--- config.mk ---
export PLATFORM = sky130hd
export DESIGN_NAME = mbet_map
export DESIGN_NICKNAME = d
export VERILOG_FILES = /design/src/rtl/core/mbet_pkg.sv /design/src/rtl/core/mbet_map.sv
export SDC_FILE = /design/constraint.sdc
export NUM_CORES = 2
export LEC_CHECK = 0
export BUFFER_PORTS_ARGS = -buffer_cell sky130_fd_sc_hd__buf_2
export CORE_AREA = 4 4 369 371
export CTS_CLUSTER_DIAMETER = 40
export CTS_CLUSTER_SIZE = 10
export DETAILED_ROUTE_END_ITERATION = 6
export DIE_AREA = 0 0 373 375
export SLEW_MARGIN = 25
export SYNTH_ARGS = -nofsm -noshare
export SYNTH_HDL_FRONTEND = slang
export SYNTH_SLANG_ARGS = --single-unit
export TNS_END_PERCENT = 1
--- constraint.sdc ---
create_clock -name i_clk -period 8.5 [get_ports i_clk]
set_input_delay 0.425 -clock i_clk [delete_from_list [all_inputs] [get_ports i_clk]]
set_output_delay 0.425 -clock i_clk [all_outputs]
set_load 0.05 [all_outputs]
--- src/rtl/core/mbet_pkg.sv ---
// ----------------------------------------------------------------------------
// mbet_pkg
// Shared types and constants for the escape-time pixel engine: payload
// structs, configuration register map and reset values, engine states.
// ----------------------------------------------------------------------------
package mbet_pkg;

    localparam int MAX_ITER_DEF   = 128;
    localparam int COORD_BITS_DEF = 32;

    // configuration port
    localparam int CFG_IDX_W  = 3;
    localparam int CFG_DATA_W = 32;

    // job queue between mapper and iteration engine
    localparam int QUEUE_AW = 1;

    // pixel payload widths
    localparam int PIX_W = 12;

    typedef enum logic [CFG_IDX_W-1:0] {
        CFG_CENTER_RE   = 3'd0,
        CFG_CENTER_IM   = 3'd1,
        CFG_STEP        = 3'd2,
        CFG_HALF_WIDTH  = 3'd3,
        CFG_HALF_HEIGHT = 3'd4
    } t_cfg_idx;

    typedef struct packed {
        logic [31:0] center_re;
        logic [31:0] center_im;
        logic [30:0] step;
        logic [11:0] half_width;
        logic [11:0] half_height;
    } t_cfg;

    localparam t_cfg CFG_RESET = '{
        center_re:   32'hF4CC_CCCD,
        center_im:   32'h0000_0000,
        step:        31'd3355443,
        half_width:  12'd160,
        half_height: 12'd120
    };

    typedef struct packed {
        logic [PIX_W-1:0] pixel_x;
        logic [PIX_W-1:0] pixel_y;
    } t_pixel_in;

    typedef struct packed {
        logic [7:0]       iteration_count;
        logic             in_set;
        logic [PIX_W-1:0] out_x;
        logic [PIX_W-1:0] out_y;
    } t_pixel_out;

    typedef enum logic [1:0] {
        ST_IDLE,
        ST_CHECK,
        ST_ACC,
        ST_DONE
    } t_iter_state;

endpackage

--- src/rtl/core/mbet_map.sv ---
// ----------------------------------------------------------------------------
// mbet_map
// Front end: holds the view registers, takes pixels and maps each one to
// the point c = center + (pixel - half) * step, saturated to the coordinate
// range. Two stages: product, then add and clamp into the job queue.
// ----------------------------------------------------------------------------
module mbet_map #(
    parameter int COORD_BITS = mbet_pkg::COORD_BITS_DEF
) (
    input  logic                          i_clk,
    input  logic                          i_rst_n,
    input  logic                          i_cfg_we,
    input  logic [mbet_pkg::CFG_IDX_W-1:0]  i_cfg_idx,
    input  logic [mbet_pkg::CFG_DATA_W-1:0] i_cfg_data,
    input  logic                          i_push,
    input  mbet_pkg::t_pixel_in           i_pixel,
    output logic                          o_full,
    output logic                          o_job_valid,
    input  logic                          i_job_ready,
    output logic [2*COORD_BITS+23:0]      o_job
);
    import mbet_pkg::*;

    localparam int MW = ((COORD_BITS > 45) ? COORD_BITS : 45) + 1;
    localparam logic signed [MW-1:0] C_HI =
        {{(MW-COORD_BITS+1){1'b0}}, {(COORD_BITS-1){1'b1}}};
    localparam logic signed [MW-1:0] C_LO =
        {{(MW-COORD_BITS+1){1'b1}}, {(COORD_BITS-1){1'b0}}};

    function automatic logic signed [MW-1:0] sat_coord(input logic signed [MW-1:0] v);
        if (v > C_HI) begin
            return C_HI;
        end
        if (v < C_LO) begin
            return C_LO;
        end
        return v;
    endfunction

    t_cfg r_cfg;

    always_ff @(posedge i_clk) begin
        if (!i_rst_n) begin
            r_cfg <= CFG_RESET;
        end else if (i_cfg_we) begin
            unique case (i_cfg_idx)
                CFG_CENTER_RE:   r_cfg.center_re   <= i_cfg_data;
                CFG_CENTER_IM:   r_cfg.center_im   <= i_cfg_data;
                CFG_STEP:        r_cfg.step        <= i_cfg_data[30:0];
                CFG_HALF_WIDTH:  r_cfg.half_width  <= i_cfg_data[11:0];
                CFG_HALF_HEIGHT: r_cfg.half_height <= i_cfg_data[11:0];
                default: ;
            endcase
        end
    end

    // stage 1: offset from the screen center times step
    logic signed [12:0] diff_x;
    logic signed [12:0] diff_y;
    logic signed [31:0] step_s;
    logic signed [44:0] prod_re;
    logic signed [44:0] prod_im;

    assign diff_x  = $signed({1'b0, i_pixel.pixel_x}) - $signed({1'b0, r_cfg.half_width});
    assign diff_y  = $signed({1'b0, i_pixel.pixel_y}) - $signed({1'b0, r_cfg.half_height});
    assign step_s  = $signed({1'b0, r_cfg.step});
    assign prod_re = diff_x * step_s;
    assign prod_im = diff_y * step_s;

    logic                     r_s1_valid;
    logic signed [44:0]       r_prod_re;
    logic signed [44:0]       r_prod_im;
    logic [PIX_W-1:0]         r_px;
    logic [PIX_W-1:0]         r_py;
    logic                     s1_free;

    assign s1_free = !r_s1_valid || i_job_ready;
    assign o_full  = !s1_free;

    always_ff @(posedge i_clk) begin
        if (!i_rst_n) begin
            r_s1_valid <= 1'b0;
        end else if (s1_free) begin
            r_s1_valid <= i_push;
        end
    end

    always_ff @(posedge i_clk) begin
        if (s1_free && i_push) begin
            r_prod_re <= prod_re;
            r_prod_im <= prod_im;
            r_px      <= i_pixel.pixel_x;
            r_py      <= i_pixel.pixel_y;
        end
    end

    // stage 2: center is clamped first, then the sum
    logic signed [MW-1:0] cen_re;
    logic signed [MW-1:0] cen_im;
    logic signed [MW-1:0] sum_re;
    logic signed [MW-1:0] sum_im;
    logic signed [MW-1:0] c_re;
    logic signed [MW-1:0] c_im;

    assign cen_re = sat_coord({{(MW-32){r_cfg.center_re[31]}}, r_cfg.center_re});
    assign cen_im = sat_coord({{(MW-32){r_cfg.center_im[31]}}, r_cfg.center_im});
    assign sum_re = cen_re + {{(MW-45){r_prod_re[44]}}, r_prod_re};
    assign sum_im = cen_im + {{(MW-45){r_prod_im[44]}}, r_prod_im};
    assign c_re   = sat_coord(sum_re);
    assign c_im   = sat_coord(sum_im);

    assign o_job_valid = r_s1_valid;
    assign o_job       = {c_re[COORD_BITS-1:0], c_im[COORD_BITS-1:0], r_px, r_py};

endmodule

## Yosys cells after proc, flatten, opt, wreduce, memory -nomap -nowiden

Index checks and enable logic that the tools add are counted.

- Register bits after elaboration: 234
- Bits of input ports: 64
- Output and inout bits: 90

- Add/sub/neg operators: 4
- $mul: 2
- Magnitude comparators: 8
- Eq/ne operators: 4
- Multiplexer cells: 28
- Reductions and logical operators: 10

Operator list:

| cell | count |
|---|---|
| $mux W46 | 8 |
| $mux W32 | 8 |
| $add A46 B46 Y46 | 2 |
| $gt A46 B32 Y1 const B | 2 |
| $lt A46 B32 Y1 const B | 2 |
| $mul A13 B32 Y45 | 2 |
| $gt A32 B32 Y1 const B | 2 |
| $lt A32 B32 Y1 const B | 2 |
| $sub A12 B12 Y13 | 2 |
| $mux W1 | 12 |
| $reduce_and A2 Y1 | 5 |
| $eq A3 B2 Y1 const B | 2 |
| $eq A3 B1 Y1 const B | 1 |
| $eq A3 B3 Y1 const B | 1 |
| $logic_not A3 Y1 | 1 |
| $logic_not A1 Y1 | 2 |
| $logic_and A1 B1 Y1 | 1 |
| $logic_or A1 B1 Y1 | 1 |

## Logic depth before layout (Yosys ltp)

- Depth in word-level cells: 11
- Mapped depth: 37
- Mapped depth without buffers: 36

## Worst setup path before layout

No wires, ideal clock.

- Path type: input -> register
- From: input i_pixel[0] (netlist bit)
- To: register r_prod_im[42], data pin
- Library setup time: 0.266 ns
- Arrival: 8.289 ns
- Setup slack: -0.055 ns
- Stages: 36
- Path buffers: 1
- Cells stage by stage: inv_1 ha_1 fa_1 nor2b_1 o21ai_0 a21boi_0 o21ai_0 a21boi_0 o21ai_0 a21boi_0 o21ai_0 nor3b_1 nor2_1 clkbuf_1 nand2_1 fa_1 fa_1 inv_1 fa_1 fa_1 fa_1 inv_1 fa_1 inv_1 ha_1 a21o_1 nor2_1 nor4b_1 nand4bb_1 a21oi_1 o211ai_1 o211ai_1 a31oi_1 o21ai_0 o41ai_1 xnor2_1

- Word-level cells in the longest chain between the ends: 2

RTL lines:

| element | RTL line | text |
|---|---|---|
| start: declaration | mbet_map.sv:16 | `input mbet_pkg::t_pixel_in i_pixel,` |
| $sub A12 B12 Y13 | mbet_map.sv:65 | `assign diff_y = $signed({1'b0, i_pixel.pixel_y}) - $signed({1'b0, r_cfg.half_height});` |
| $mul A13 B32 Y45 | mbet_map.sv:68 | `assign prod_im = diff_y * step_s;` |
| net prod_im[42] | mbet_map.sv:62 | `logic signed [44:0] prod_im;` |
| end signal: assignment | mbet_map.sv:91 | `r_prod_im <= prod_im;` |
| end: declaration | mbet_map.sv:72 | `logic signed [44:0] r_prod_im;` |

The timed path passes the listed nets, and every way through them passes these cells.
A chain may end at the register's enable or synchronous reset.

## Worst setup path after layout

- From: register r_cfg[0] (netlist bit)
- To: register r_prod_im[24], data pin

- Word-level cells in the longest chain between the ends: 2

RTL lines:

| element | RTL line | text |
|---|---|---|
| start: declaration | mbet_map.sv:40 | `t_cfg r_cfg;` |
| $sub A12 B12 Y13 | mbet_map.sv:65 |  |
| $mul A13 B32 Y45 | mbet_map.sv:68 |  |
| net prod_im[24] | mbet_map.sv:62 |  |

The timed path passes the listed nets, and every way through them passes these cells.

==> out/results.ini <==
[setup_path]
end_kind = register
crit_buf_inv = 4
cpPeakStageDelay_ns = 0.54
cp_max_fo = 3
cp.arrival_ns = 8.45
crit_path_frequent_cell = fa_1
slowest_stage = fa_1
critPathTopFamily = adder cells
path_class = register to register
start_kind = register
crit_required_ns = 8.80

[synth]
synth-edff-count = 114
async_flop_share = 0
syn-num-nets = 5566
ys_warn_count = 0
yosys_register_bits = 234
synth_cell_type_count = 78
netlist_area_um2 = 39690
synth-seq-area-share = 0.1468
synth_top_area_share = 0.3238
syn_inst = 4480
synth_top_cell_by_area = fa_1
ys.flop_type = dfxtp_1
ys_top_cells_by_area = fa_1, ha_1, edfxtp_1
postSynthAreaPerCell_um2 = 8.860

[route]
wl_per_cell_um = 18.13
dr.pass1.iters = 5
via_count = 31830
viasPerCell = 4.953
antenna_left = 0
drt_first_iter_violations = 2096
wl_um = 116500
drc = 0

[floorplanning]
std_cell_rows = 134
dieWidth_um = 373
die_y_um = 375
initial_core_util = 0.2986
die_area_um2 = 139900
pin_count = 154
core_area_um2 = 133000

[clock_network]
htree_levels = 2
root_buffer = clkbuf_16
cts_tree = built
clk_pin_slew_ns = 0.05
clock_latency_ns = 0.61
cts_sinks = 234
clockBufferDepth = 3
numCtsBuffers = 40

[sta]
finalCritPeriodShare = 0.9593
maxSlewHeadroom = 0.2626
timing.final.max_slew_violations = 0
setup_tns_ns = 0
clock_skew_ns = 0.05588
grt_setup_unrepaired = true
worst_slack_ns = 0.3458
hold_viol_final = 0
tightest_slew_ns = 1.105
fmax_ghz = 0.1226
layout_min_cycle_time_ns = 8.154
setup_viol = 0

[min_path]
min_path_type = input port to register

[grt]
globalRouteMet1Util = 0.2099
track_usage = 0.1640
antenna_found_initial = 2
grt_pass1_vias = 32610
overflow = 0
grt_max_degree = 89
grt.busiest_layer = met2
grt_pass1_wl_um = 183900
grt_use_met2 = 0.2739
met3_usage = 0.02383

[cells_and_area]
area_growth_pct = 14.54
nets = 5710
drive_gt1_frac = 0.1267
n_fill_cell = 13620
final_core_util = 0.3420

[placed_design]
port_buffers = 153
place_congestion = 0.8876
pre_cts_ws_ns = -0.6500
dpl.hpwl_um = 92520

[run]
cap_violations = 0

[run_status]
status = finished, final reports clean

-- final timing paths --
| path | startpoint | slack, ns | end | cells after the start |
|---|---|---|---|---|
| max | r_cfg[0]$_SDFFE_PN0P_ | 0.35 | r_prod_im[24]$_DFFE_PP_ | 35 |
| min | i_pixel[13] | 0.03 | r_px[1]$_DFFE_PP_ | 1 |
| max reg2reg | r_cfg[0]$_SDFFE_PN0P_ | 0.35 | r_prod_im[24]$_DFFE_PP_ | 35 |
| min reg2reg | r_cfg[21]$_SDFFE_PN0P_ | 0.46 | r_cfg[21]$_SDFFE_PN0P_ | 2 |
-- repair_timing --
item / CTS / global route
hold buffers: 6 / 0
setup endpoints to repair: 19 / 36
setup buffers: 1 / 15
resized for setup: 27 / 84
endpoints found under the hold margin: 6 / 0
pin swaps: 3 / 68
-- registers in the layout (all words and copies together), names as in the netlist --
| name | cells |
|---|---|
| r_prod_im | 45 |
| r_py | 12 |
| r_cfg | 119 |
| r_px | 12 |
| r_prod_re | 45 |
| o_job_valid | 1 |
-- final cells by class --
class	instances	area, um^2	area share
timing repair buffer	423	3007	0.06613
clock buffer	51	1082	0.02380
tap	1768	2212	0.04866
antenna	3	7.507	0.0001651
inverter	531	1993	0.04384
sequential	234	5829	0.1282
clock inverter	23	315.3	0.006935
multi-input combinational	3394	31020	0.6823
-- cells by family (layout without fill, tap and decap cells) --
family / count (synthesis) / after routing / synth area share
XOR/XNOR: 156 / 156 / 0.03442
adder cells (fa/ha/maj): 1022 / 1022 / 0.4436
other: 0 / 3 / 0
flip-flops: 234 / 234 / 0.1468
multiplexers: 2 / 2 / 0.0005044
buffers and inverters: 852 / 1028 / 0.08132
AO/OA/AOI/OAI: 703 / 703 / 0.1166
AND/OR/NAND/NOR: 1511 / 1511 / 0.1768
-- through the flow --
stage                     hold WS, ns  area [um^2]  instances
after floorplan                0.4389        39700       4480
after global placement         0.4535        43540       6329
after detailed placement       0.4599        43550       6329
after CTS                    0.001975        45080       6410
after global routing          0.01711        45460       6424
final                         0.03453        45460       6427
-- routing by layer --
metal  share of wire  wire (um)  vias up
met5               0          0        -
met4           0.049       5682        0
met3           0.057       6654      190
met2            0.47      55270      853
met1            0.42      48880    16050
li1                -          -    14740
-- worst reg2reg max path: cells and delay by family (launching register included) --
family,cells,cell delay (ns)
adders and majority gates,9,3.61
DFF,1,0.34
xor gates and xnor gates,1,0.12
and+or+nand+nor,5,0.82
buffers and inverters,4,0.30
AOI/OAI and AO/OA,16,2.70
-- cell usage after synthesis, types with 5 or more instances --
cell	number
a21boi_0	103
nand3_1	84
a211o_1	7
o21ai_1	29
and4_1	8
xnor2_1	100
dfxtp_1	120
clkbuf_1	316
a211oi_1	14
o21ai_0	127
nor2_1	108
a31oi_1	23
o31ai_1	6
o211ai_1	24
nand4_1	21
nand2_1	808
o31a_1	5
or3_1	25
o22ai_1	5
nor3_1	74
a21o_1	90
nand2b_1	73
nor2b_1	86
fa_1	642
or2_2	8
xor2_1	56
inv_1	530
o21a_1	25
o21bai_1	23
and2_1	114
a41oi_1	5
a2111oi_0	7
a21oi_1	162
a221oi_1	5
and3_1	80
ha_1	380
edfxtp_1	114
-- placed cells by master (no fill, tap or decap), types with 12 or more instances in the layout --
| master | count |
|---|---|
| a211oi_1 | 14 |
| a21boi_0 | 89 |
| a21o_1 | 90 |
| a21oi_1 | 154 |
| a31oi_1 | 21 |
| and2_1 | 113 |
| and3_1 | 80 |
| buf_12 | 13 |
| buf_2 | 152 |
| buf_4 | 245 |
| clkbuf_16 | 40 |
| dfxtp_1 | 117 |
| edfxtp_1 | 114 |
| fa_1 | 637 |
| ha_1 | 378 |
| inv_1 | 528 |
| nand2_1 | 805 |
| nand2b_1 | 73 |
| nand3_1 | 83 |
| nand4_1 | 21 |
| nor2_1 | 92 |
| nor2_2 | 14 |
| nor2b_1 | 82 |
| nor3_1 | 73 |
| o211ai_1 | 24 |
| o21a_1 | 24 |
| o21ai_0 | 104 |
| o21ai_1 | 42 |
| o21ai_2 | 12 |
| o21bai_1 | 23 |
| or3_1 | 23 |
| xnor2_1 | 98 |
| xor2_1 | 54 |
Power is not shown: default switching activity piles up to over one toggle a cycle in this logic, so the estimate is an artifact.
