[src/rtl/core/mbet_pkg.sv]
// ----------------------------------------------------------------------------
// mbet_pkg
// Shared types and constants for the escape-time pixel engine: payload
// structs, configuration register map and reset values, engine states.
// ----------------------------------------------------------------------------
package mbet_pkg;

    localparam int MAX_ITER_DEF   = 128;
    localparam int COORD_BITS_DEF = 32;

    // configuration port
    localparam int CFG_IDX_W  = 3;
    localparam int CFG_DATA_W = 32;

    // job queue between mapper and iteration engine
    localparam int QUEUE_AW = 1;

    // pixel payload widths
    localparam int PIX_W = 12;

    typedef enum logic [CFG_IDX_W-1:0] {
        CFG_CENTER_RE   = 3'd0,
        CFG_CENTER_IM   = 3'd1,
        CFG_STEP        = 3'd2,
        CFG_HALF_WIDTH  = 3'd3,
        CFG_HALF_HEIGHT = 3'd4
    } t_cfg_idx;

    typedef struct packed {
        logic [31:0] center_re;
        logic [31:0] center_im;
        logic [30:0] step;
        logic [11:0] half_width;
        logic [11:0] half_height;
    } t_cfg;

    localparam t_cfg CFG_RESET = '{
        center_re:   32'hF4CC_CCCD,
        center_im:   32'h0000_0000,
        step:        31'd3355443,
        half_width:  12'd160,
        half_height: 12'd120
    };

    typedef struct packed {
        logic [PIX_W-1:0] pixel_x;
        logic [PIX_W-1:0] pixel_y;
    } t_pixel_in;

    typedef struct packed {
        logic [7:0]       iteration_count;
        logic             in_set;
        logic [PIX_W-1:0] out_x;
        logic [PIX_W-1:0] out_y;
    } t_pixel_out;

    typedef enum logic [1:0] {
        ST_IDLE,
        ST_CHECK,
        ST_ACC,
        ST_DONE
    } t_iter_state;

endpackage

[src/rtl/core/mbet_queue.sv]
// ----------------------------------------------------------------------------
// mbet_queue
// Short job queue between the mapper and the iteration engine, so that
// each side can stall on its own.
// ----------------------------------------------------------------------------
module mbet_queue #(
    parameter int WIDTH = 2 * mbet_pkg::COORD_BITS_DEF + 24
) (
    input  logic             i_clk,
    input  logic             i_rst_n,
    input  logic             i_wr_valid,
    output logic             o_wr_ready,
    input  logic [WIDTH-1:0] i_wr_data,
    output logic             o_rd_valid,
    input  logic             i_rd_ready,
    output logic [WIDTH-1:0] o_rd_data
);
    import mbet_pkg::*;

    localparam int DEPTH = 1 << QUEUE_AW;

    logic [WIDTH-1:0]    r_mem [DEPTH];
    logic [QUEUE_AW-1:0] r_wr_ptr;
    logic [QUEUE_AW-1:0] r_rd_ptr;
    logic [QUEUE_AW:0]   r_count;
    logic                wr_en;
    logic                rd_en;

    assign o_wr_ready = (r_count != (QUEUE_AW+1)'(DEPTH));
    assign o_rd_valid = (r_count != '0);
    assign wr_en      = i_wr_valid && o_wr_ready;
    assign rd_en      = i_rd_ready && o_rd_valid;
    assign o_rd_data  = r_mem[r_rd_ptr];

    always_ff @(posedge i_clk) begin
        if (wr_en) begin
            r_mem[r_wr_ptr] <= i_wr_data;
        end
    end

    always_ff @(posedge i_clk) begin
        if (!i_rst_n) begin
            r_wr_ptr <= '0;
            r_rd_ptr <= '0;
            r_count  <= '0;
        end else begin
            if (wr_en) begin
                r_wr_ptr <= r_wr_ptr + 1'b1;
            end
            if (rd_en) begin
                r_rd_ptr <= r_rd_ptr + 1'b1;
            end
            if (wr_en && !rd_en) begin
                r_count <= r_count + 1'b1;
            end else if (rd_en && !wr_en) begin
                r_count <= r_count - 1'b1;
            end
        end
    end

endmodule

[config.mk]
export PLATFORM = sky130hd
export DESIGN_NAME = mbet_queue
export DESIGN_NICKNAME = d
export VERILOG_FILES = /design/src/rtl/core/mbet_pkg.sv /design/src/rtl/core/mbet_queue.sv
export SDC_FILE = /design/constraint.sdc
export NUM_CORES = 1
export LEC_CHECK = 0
export ABC_AREA = 1
export ABC_CLOCK_PERIOD_IN_PS = 8250
export BUFFER_PORTS_ARGS = -buffer_cell sky130_fd_sc_hd__buf_2
export CORE_MARGIN = 10
export CORE_UTILIZATION = 52
export CTS_CLUSTER_DIAMETER = 60
export DETAILED_ROUTE_END_ITERATION = 6
export GPL_ROUTABILITY_DRIVEN = 0
export PLACE_DENSITY = 0.79
export SLEW_MARGIN = 10
export SYNTH_ARGS = -nofsm -noshare
export SYNTH_HDL_FRONTEND = slang
export SYNTH_SLANG_ARGS = --single-unit
[constraint.sdc]
create_clock -name i_clk -period 8.25 [get_ports i_clk]
set_clock_uncertainty 0.05 [all_clocks]
set_input_delay 2.475 -clock i_clk [delete_from_list [all_inputs] [get_ports i_clk]]
set_output_delay 2.475 -clock i_clk [all_outputs]
set_load 0.01 [all_outputs]
== Yosys cells after proc, flatten, opt, wreduce, memory -nomap -nowiden ==
Memories as Yosys holds them, arrays and structs flattened. A register that Yosys moved wholly into a read port is not among the register bits.
Index checks and enable logic that the tools add are counted.

* Muxes and demuxes: 6
* Reduce and logical (&&, ||, !) cells: 8
* Equality and inequality tests: 1
* $add $sub $neg: 4

{| class="wikitable"
|+ Operators by type and width
! cell !! number
|-
| logical AND 1 bit || 4
|-
| two-way mux 1 bit || 4
|-
| two-way mux 2 bit || 2
|-
| nonzero test 2 bit || 2
|-
| adder 1 bit (second input constant) || 2
|-
| adder 2 x 1 -> 2 bit (second input constant) || 1
|-
| logical NOT 1 bit || 2
|-
| inequality test 2 bit (second input constant) || 1
|-
| subtractor 2 x 1 -> 2 bit (second input constant) || 1
|}

* Memory bits (writable): 176
* Logic and storage cells: 23
* Register bits after elaboration: 4
* Bits of input ports: 92
* Output and inout bits: 90
* Memories kept: 1

{| class="wikitable"
|+ Memory list
! name !! depth !! width !! read ports !! clocked after memory_dff !! wr ports !! RTL line !! source
|-
| r_mem || 2 || 88 || 1 || 1 || 1 || mbet_queue.sv:22 || <nowiki>logic [WIDTH-1:0] r_mem [DEPTH];</nowiki>
|}

== Longest topological paths before layout ==
Gate-level depths: netlist (run 1).

* Word-level depth: 6
* Depth in mapped cells: 11
* Mapped depth without buffers: 11

== Least setup slack after synthesis (run 1) ==
No wires, ideal clock.

* Path kind: input to register
* Start point: in i_wr_valid
* End point: mem r_mem[0][0] in the netlist's numbering, enable pin
* Arrival time: 6.234 ns
* Library setup time: 0.535 ns
* Required time: 7.665 ns
* Path buffers: 0
* Path slack: 1.431 ns
* Stages on the path: 2
* Cells stage by stage: nand2_1 -> nor2_1

* Cells in the longest elaborated chain, start to end: 3

{| class="wikitable"
|+ RTL lines
! what !! RTL line !! source
|-
| from (decl) || mbet_queue.sv:11 || <nowiki>input logic i_wr_valid,</nowiki>
|-
| logical AND 1 bit || mbet_queue.sv:31 || <nowiki>assign wr_en = i_wr_valid && o_wr_ready;</nowiki>
|-
| two-way mux 1 bit || mbet_queue.sv:36 || <nowiki>if (wr_en) begin</nowiki>
|-
| two-way mux 1 bit (not written as such) || mbet_queue.sv:37 || <nowiki>r_mem[r_wr_ptr] <= i_wr_data;</nowiki>
|-
| to (decl) || mbet_queue.sv:22 ||
|}

Every way passes these cells.

==> results of run 1 <==
[per-layer routing]
layer,up-vias,global-route usage (%),share of wire [%]
met5,-,0,0
met4,0,5.99,1.6
met3,17,6.77,9.5
met2,158,22.3,48
met1,1685,17.0,41
li1,1597,-,-
[logic make-up (layout without fill, tap and decap cells)]
group                    after synthesis  count (layout)  share of synthesized area, %
adder cells (fa/ha/maj)                1               1                         0.188
AO/OA/AOI/OAI                          4               4                         0.338
other                                  0               1                             0
flip-flops                           181             181                          80.8
multiplexers                          88              88                          16.0
AND/OR/NAND/NOR                       19              19                          1.13
buffers and inverters                 18             224                          1.58
[worst max-delay path: cells and delay by family, from the launching register on]
kind / cells / cell delay, ns
buffers and inverters: 2 / 0.89
flip-flops: 1 / 0.58
multiplexers: 1 / 0.43
[per-stage QoR]
stage | setup slack [ns] | utilization [%] | instances
after floorplan | 1.43 | - | 311
after global placement | 3.54 | 61.7 | 657
after detailed placement | 3.47 | 61.7 | 657
after CTS | 3.27 | 66.6 | 689
after global routing | 3.19 | 66.6 | 689
final | 3.33 | 66.6 | 690
[state kept, by name (all words and copies together) (netlist names), named ones only]
name / flops
r_mem: 176
r_wr_ptr: 1
r_count: 2
r_rd_ptr: 1
[cells in the mapped netlist]
| cell type | instances | share of area, % |
|---|---|---|
| edfxtp_1 | 176 | 79 |
| buf_6 | 4 | 0.68 |
| nand2_1 | 9 | 0.51 |
| nor2_1 | 8 | 0.45 |
| o21ai_0 | 2 | 0.15 |
| dfxtp_1 | 5 | 1.5 |
| a21oi_1 | 1 | 0.075 |
| inv_1 | 8 | 0.45 |
| ha_1 | 1 | 0.19 |
| nand4_1 | 1 | 0.094 |
| o21a_1 | 1 | 0.11 |
| nand3_1 | 1 | 0.075 |
| mux2_2 | 68 | 11 |
| mux2_4 | 20 | 4.5 |
| buf_2 | 6 | 0.45 |
[how the worst min path moves through the flow]
stage	slack, ns	start	to
floorplan	0.42	r_rd_ptr$_SDFFE_PN0P_	flop
global placement	0.43	r_rd_ptr$_SDFFE_PN0P_	r_rd_ptr$_SDFFE_PN0P_
detailed placement	0.44	r_rd_ptr$_SDFFE_PN0P_	flop
CTS	0.45	r_rd_ptr$_SDFFE_PN0P_	flop
global route	0.51	r_rd_ptr$_SDFFE_PN0P_	r_rd_ptr$_SDFFE_PN0P_
finish	0.45	r_rd_ptr$_SDFFE_PN0P_	flop
[final cells by class]
| type | instances | share of cell area [%] |
|---|---|---|
| flip-flops and latches | 181 | 64.4 |
| multi-input cells | 112 | 14.2 |
| repair buffers | 184 | 11.1 |
| clock buffers | 17 | 5.08 |
| well taps | 172 | 2.57 |
| clock inverters | 15 | 2.24 |
| inverters | 8 | 0.359 |
| diodes | 1 | 0.0299 |
[power groups by stage]
stage,Clock [uW],Combinational (uW),Sequential (uW)
2_1_floorplan,0,374,1220
3_5_place_dp,0,570,1230
5_1_grt,880,605,1220
4_1_cts,837,573,1210
3_3_place_gp,0,563,1220
6_report,820,560,1210
==> impl_metrics.tcl, run 1 <==
set metrics [dict create \
    seq_area_um2 5390 \
    ys_types 15 \
    sw_frac_of_total_pct 25.6 \
    fin_crit_sh_pct 59.6 \
    fin_crit_ns 4.92 \
    cp_cell_sequence "buf_4 > mux2_2 > buf_2" \
    reg2regPathDepth 5 \
    grt_usage_pct 14.4 \
    cts-root-buf "clkbuf_16" \
    combPwrFrac_pct 21.6 \
    chipWidth_um 133 \
    drive_gt1_share_pct 59.0 \
    vias 3457 \
    hpwl_um 9010 \
    rsz0062_at_grt "false" \
    fp.coreArea_um2 12600 \
    p_seq_share_pct 46.7 \
    clkPwrFrac_pct 31.7 \
    min_path_type "flop to flop" \
    hold_ws_ns 0.453 \
    first_iter_violations 243 \
    grt_max_degree 63 \
    setup_viol 0 \
    syn2layout_area_growth_pct 25.5 \
    synth.avg_cell_area_um2 21.4 \
    slew_headroom_pct 30.1 \
    cts_max_level 4 \
    cp.arrival_ns 2.40 \
    status "complete, no violations" \
    critPathCaptureType "primary output" \
    power.switching_uw 664 \
    post_cts_buffers 0 \
    drcViolationCount 0 \
    worstSetupPathType "flop to primary output" \
    r2r_start "r_count[0]$_SDFFE_PN0P_" \
    drt_pass1_iterations 4 \
    slowest_delay_ns 0.75 \
    fin_area_um2 8370 \
    r2r_slack_ns 5.49 \
    slew_violations 0 \
    tritoncts "built" \
    fmax_mhz 203 \
    die-area_um2 17700 \
    synth_area_um2 6670 \
    r2r_end "r_mem[1][74]$_DFFE_PP_" \
    cts_resized 0 \
    synth_warnings 0 \
    synth_seq_cells 181 \
    clock_sinks 181 \
    max_cap_violations 0 \
    routed_via_density 5.01 \
    tightest_slew_ns 1.05 \
    leakagePower_uw 0.00319 \
    critPathCapture "o_rd_data[24]" \
    finalHoldViolations 0 \
    postSynthCellCount 311 \
    placed_cell_area_um2 7750 \
    seq_area_frac_synth_pct 80.8 \
    wl_um 12900 \
    final_antenna_net_count 0 \
    start_kind "flop" \
    multi_input_area_um2 1190 \
    nFillCells 829 \
    grt_pass1_vias 3790 \
    ios 182 \
    internal-power_uw 1920 \
    wl_per_cell_um 18.7 \
    io_buffers 181 \
    tns_ns 0 \
    grt_pass1_wl_um 19700 \
    nets 597 \
    numCtsBuffers 17 \
    die_h_um 133 \
    crit_slowest_cell "buf_4" \
    cts-hold-fix-buffers 0 \
    initial_core_util_pct 53.0 \
    worstPathMaxFanout 62 \
    clk_pin_slew_ns 0.06 \
    clock_path_buffers 2 \
    antenna_found_initial 0 \
    grt_overflow_total 0 \
    max-vdd-ir-drop_mv 0.208 \
    p_total_uw 2590 \
    row_count 41 \
    syn-num-nets 404 \
    holdPathStages 2 \
    final_cell_mix "buf_2 (181), edfxtp_1 (176), mux2_2 (68)" \
    crit_required_ns 5.73 \
    clkLatencyLatePin_ns 0.42 \
    final_common_cell "buf_2" \
    p_per_area_nw_per_um2 309 \
]
Note: power is estimated with default switching activity, not from simulation.
==> inputs of run 2 (changes only) <==
--- a/config.mk
+++ b/config.mk
@@ -5,8 +5,8 @@
 export SDC_FILE = /design/constraint.sdc
 export NUM_CORES = 1
 export LEC_CHECK = 0
-export ABC_AREA = 1
-export ABC_CLOCK_PERIOD_IN_PS = 8250
+export ABC_AREA = 0
+export ABC_CLOCK_PERIOD_IN_PS = 5000
 export BUFFER_PORTS_ARGS = -buffer_cell sky130_fd_sc_hd__buf_2
 export CORE_MARGIN = 10
 export CORE_UTILIZATION = 52
==> constraint.sdc (replaced) <==
create_clock -name i_clk -period 5 [get_ports i_clk]
set_clock_uncertainty 0.05 [all_clocks]
set_input_delay 1.5 -clock i_clk [delete_from_list [all_inputs] [get_ports i_clk]]
set_output_delay 1.5 -clock i_clk [all_outputs]
set_load 0.01 [all_outputs]
==> run 2 against run 1 <==
Combinational power up 72%. Synthesized area about the same. Global-route usage up 0.53 points. Non-clock buffer count up 3. Sequential share of layout area down 0.14 points. Die area about the same. Via count down 1.4%. Wire length up 1.9%. Hold slack better by 0.085 ns. Final cell count down 1.6%. Critical path type unchanged. Largest power group unchanged.
==> impl_metrics.tcl, run 2 <==
set metrics [dict create \
    critPathCapture "o_rd_data[76]" \
    grt_overflow_total 0 \
    yosys.area.top_type "edfxtp_1" \
    vias 3409 \
    cp.arrival_ns 2.29 \
    clkPwrFrac_pct 31.5 \
    cts_max_level 4 \
    fmax_mhz 261 \
    ios 182 \
    synth_area_leaders "edfxtp_1 (79%), mux2_2 (11%), mux2_4 (4.5%)" \
    tritoncts "built" \
    setup_viol 0 \
    rsz0062_at_grt "false" \
    combPwrFrac_pct 22.1 \
    nets 587 \
    slew_headroom_pct 44.3 \
    cts-hold-fix-buffers 0 \
    clkLatencyLatePin_ns 0.43 \
    reg_top3 "r_mem (176), r_count (2)" \
    power.switching_uw 1110 \
    p_seq_share_pct 46.4 \
    critPathCaptureType "primary output" \
    synth_top_area_share_pct 79.2 \
    die_h_um 133 \
    status "complete, no violations" \
    wl_per_cell_um 19.3 \
    cts-root-buf "clkbuf_16" \
    start_kind "flop" \
    synth-main-ff-cell "edfxtp_1" \
    grt_pass1_wl_um 20400 \
    synth.most_common_cell "edfxtp_1" \
    syn2layout_area_growth_pct 25.8 \
    max-vdd-ir-drop_mv 0.353 \
    clock_sinks 181 \
    leakagePower_uw 0.00318 \
    cp_cell_sequence "buf_4 > mux2_2 > buf_2" \
    chipWidth_um 133 \
    async_flop_share_pct 0 \
    initial_core_util_pct 53.1 \
    row_count 41 \
    min_path_type "flop to flop" \
    synth.avg_cell_area_um2 22.4 \
    max_cap_violations 0 \
    finalNonFillerCells 679 \
    post_cts_buffers 0 \
    grt_max_degree 63 \
    cts_resized 0 \
    hpwl_um 9300 \
    synth_area_um2 6670 \
    drcViolationCount 0 \
    p_per_area_nw_per_um2 519 \
    ys_types 21 \
    synth_common_cells "edfxtp_1 (176), mux2_2 (68), mux2_4 (20)" \
    n_antenna_cell 0 \
    grt_usage_pct 14.9 \
    reg2regPathDepth 4 \
    r2r_end "r_mem[0][15]$_DFFE_PP_" \
    r2r_slack_ns 2.76 \
    final_cell_mix "buf_2 (181), edfxtp_1 (176), mux2_2 (68)" \
    final_util_pct 66.7 \
    crit_slowest_cell "dfxtp_4" \
    crit_required_ns 3.45 \
    grt_pass1_vias 3842 \
    tns_ns 0 \
    clk_pin_slew_ns 0.06 \
    clock_path_buffers 2 \
    fin_crit_ns 3.84 \
    io_buffers 181 \
    first_iter_violations 163 \
    slew_violations 0 \
    wl_um 13100 \
    synth_edf_count 176 \
    numCtsBuffers 17 \
    internal-power_uw 3250 \
    final_antenna_net_count 0 \
    regMostFlops "r_mem" \
    tightest_slew_ns 0.835 \
    sw_frac_of_total_pct 25.4 \
    dp_cells 647 \
    worstPathMaxFanout 62 \
    fp.coreArea_um2 12600 \
    largest_reg_flops 176 \
    seq_area_frac_synth_pct 80.8 \
    slowest_delay_ns 0.89 \
    worstSetupPathType "flop to primary output" \
    drive_gt1_share_pct 60.9 \
    postSynthCellCount 298 \
    synth_warnings 0 \
    final_common_cell "buf_2" \
    synth_seq_cells 181 \
    die-area_um2 17800 \
    drt_pass1_iterations 4 \
    syn-num-nets 391 \
    r2r_start "r_count[0]$_SDFFE_PN0P_" \
    finalHoldViolations 0 \
    routed_via_density 5.02 \
    antenna_found_initial 0 \
    fin_crit_sh_pct 76.7 \
]
run 2: cell types whose count changed in the layout (fill, tap and decap cells not counted), sizes merged, moves of 2 or more:
cell,change
clkbuf,+6
nand2,-9
buf,+3
a21boi,+2
clkinv,-4
inv,-8
and2,+4
nor2,-8
xnor2,+2
run 2: metal layers:
layer  up-vias  global-route usage, %  wire, um
li1       1572                      -         -
met5         -                      0         0
met3        19                   7.63      1320
met2       164                   23.5      6310
met1      1654                   16.5      5230
met4         0                   7.07       280
run 2: stage by stage:
stage | setup WS, ns | total power, uW | hold WS [ns] | area, um^2
floorplan | 0.898 | 2660 | 0.462 | 6670
global placement | 1.62 | 3000 | 0.484 | 7770
detailed placement | 1.59 | 3040 | 0.522 | 7770
CTS | 1.12 | 4400 | 0.535 | 8390
global route | 1.03 | 4540 | 0.558 | 8390
finish | 1.16 | 4360 | 0.538 | 8390
run 2: kinds of logic after synthesis:
kind of cell | share of synthesized area (%)
buf+inv | 1.18
flops | 80.8
mux | 16.0
fa+ha+maj | 0.188
compound gates | 0.525
xor+xnor | 0.394
simple gates | 0.976
run 2: worst min path at each step:
stage,start,endpoint,cells past startpoint
after floorplan,r_count[1]$_SDFFE_PN0P_,r_count[1]$_SDFFE_PN0P_,2
after global placement,r_count[1]$_SDFFE_PN0P_,r_count[1]$_SDFFE_PN0P_,2
after detailed placement,r_count[1]$_SDFFE_PN0P_,r_count[1]$_SDFFE_PN0P_,2
after CTS,r_count[1]$_SDFFE_PN0P_,r_count[1]$_SDFFE_PN0P_,2
after global routing,r_count[1]$_SDFFE_PN0P_,r_count[1]$_SDFFE_PN0P_,2
final,r_count[1]$_SDFFE_PN0P_,r_count[1]$_SDFFE_PN0P_,2
run 2: area by class of cell:
| class | count | area [um^2] |
|---|---|---|
| tap | 172 | 215 |
| sequential | 181 | 5390 |
| fill | 859 | 4180 |
| inverter | 1 | 5.00 |
| clock buffer | 23 | 468 |
| multi-input combinational | 106 | 1210 |
| timing repair buffer | 187 | 951 |
| clock inverter | 9 | 150 |
run 2: power by group through the flow:
stage	registers, uW	logic [uW]	clock network (uW)
final	2020	963	1370
after detailed placement	2050	981	0
after global routing	2040	1040	1450
after global placement	2040	963	0
after CTS	2020	986	1390
after floorplan	1980	683	0
run 2: worst max-delay path: cells and delay by family, from the launching register on:
family	cells	cell delay, ns
buf+inv	2	0.56
flops	1	0.89
mux	1	0.38
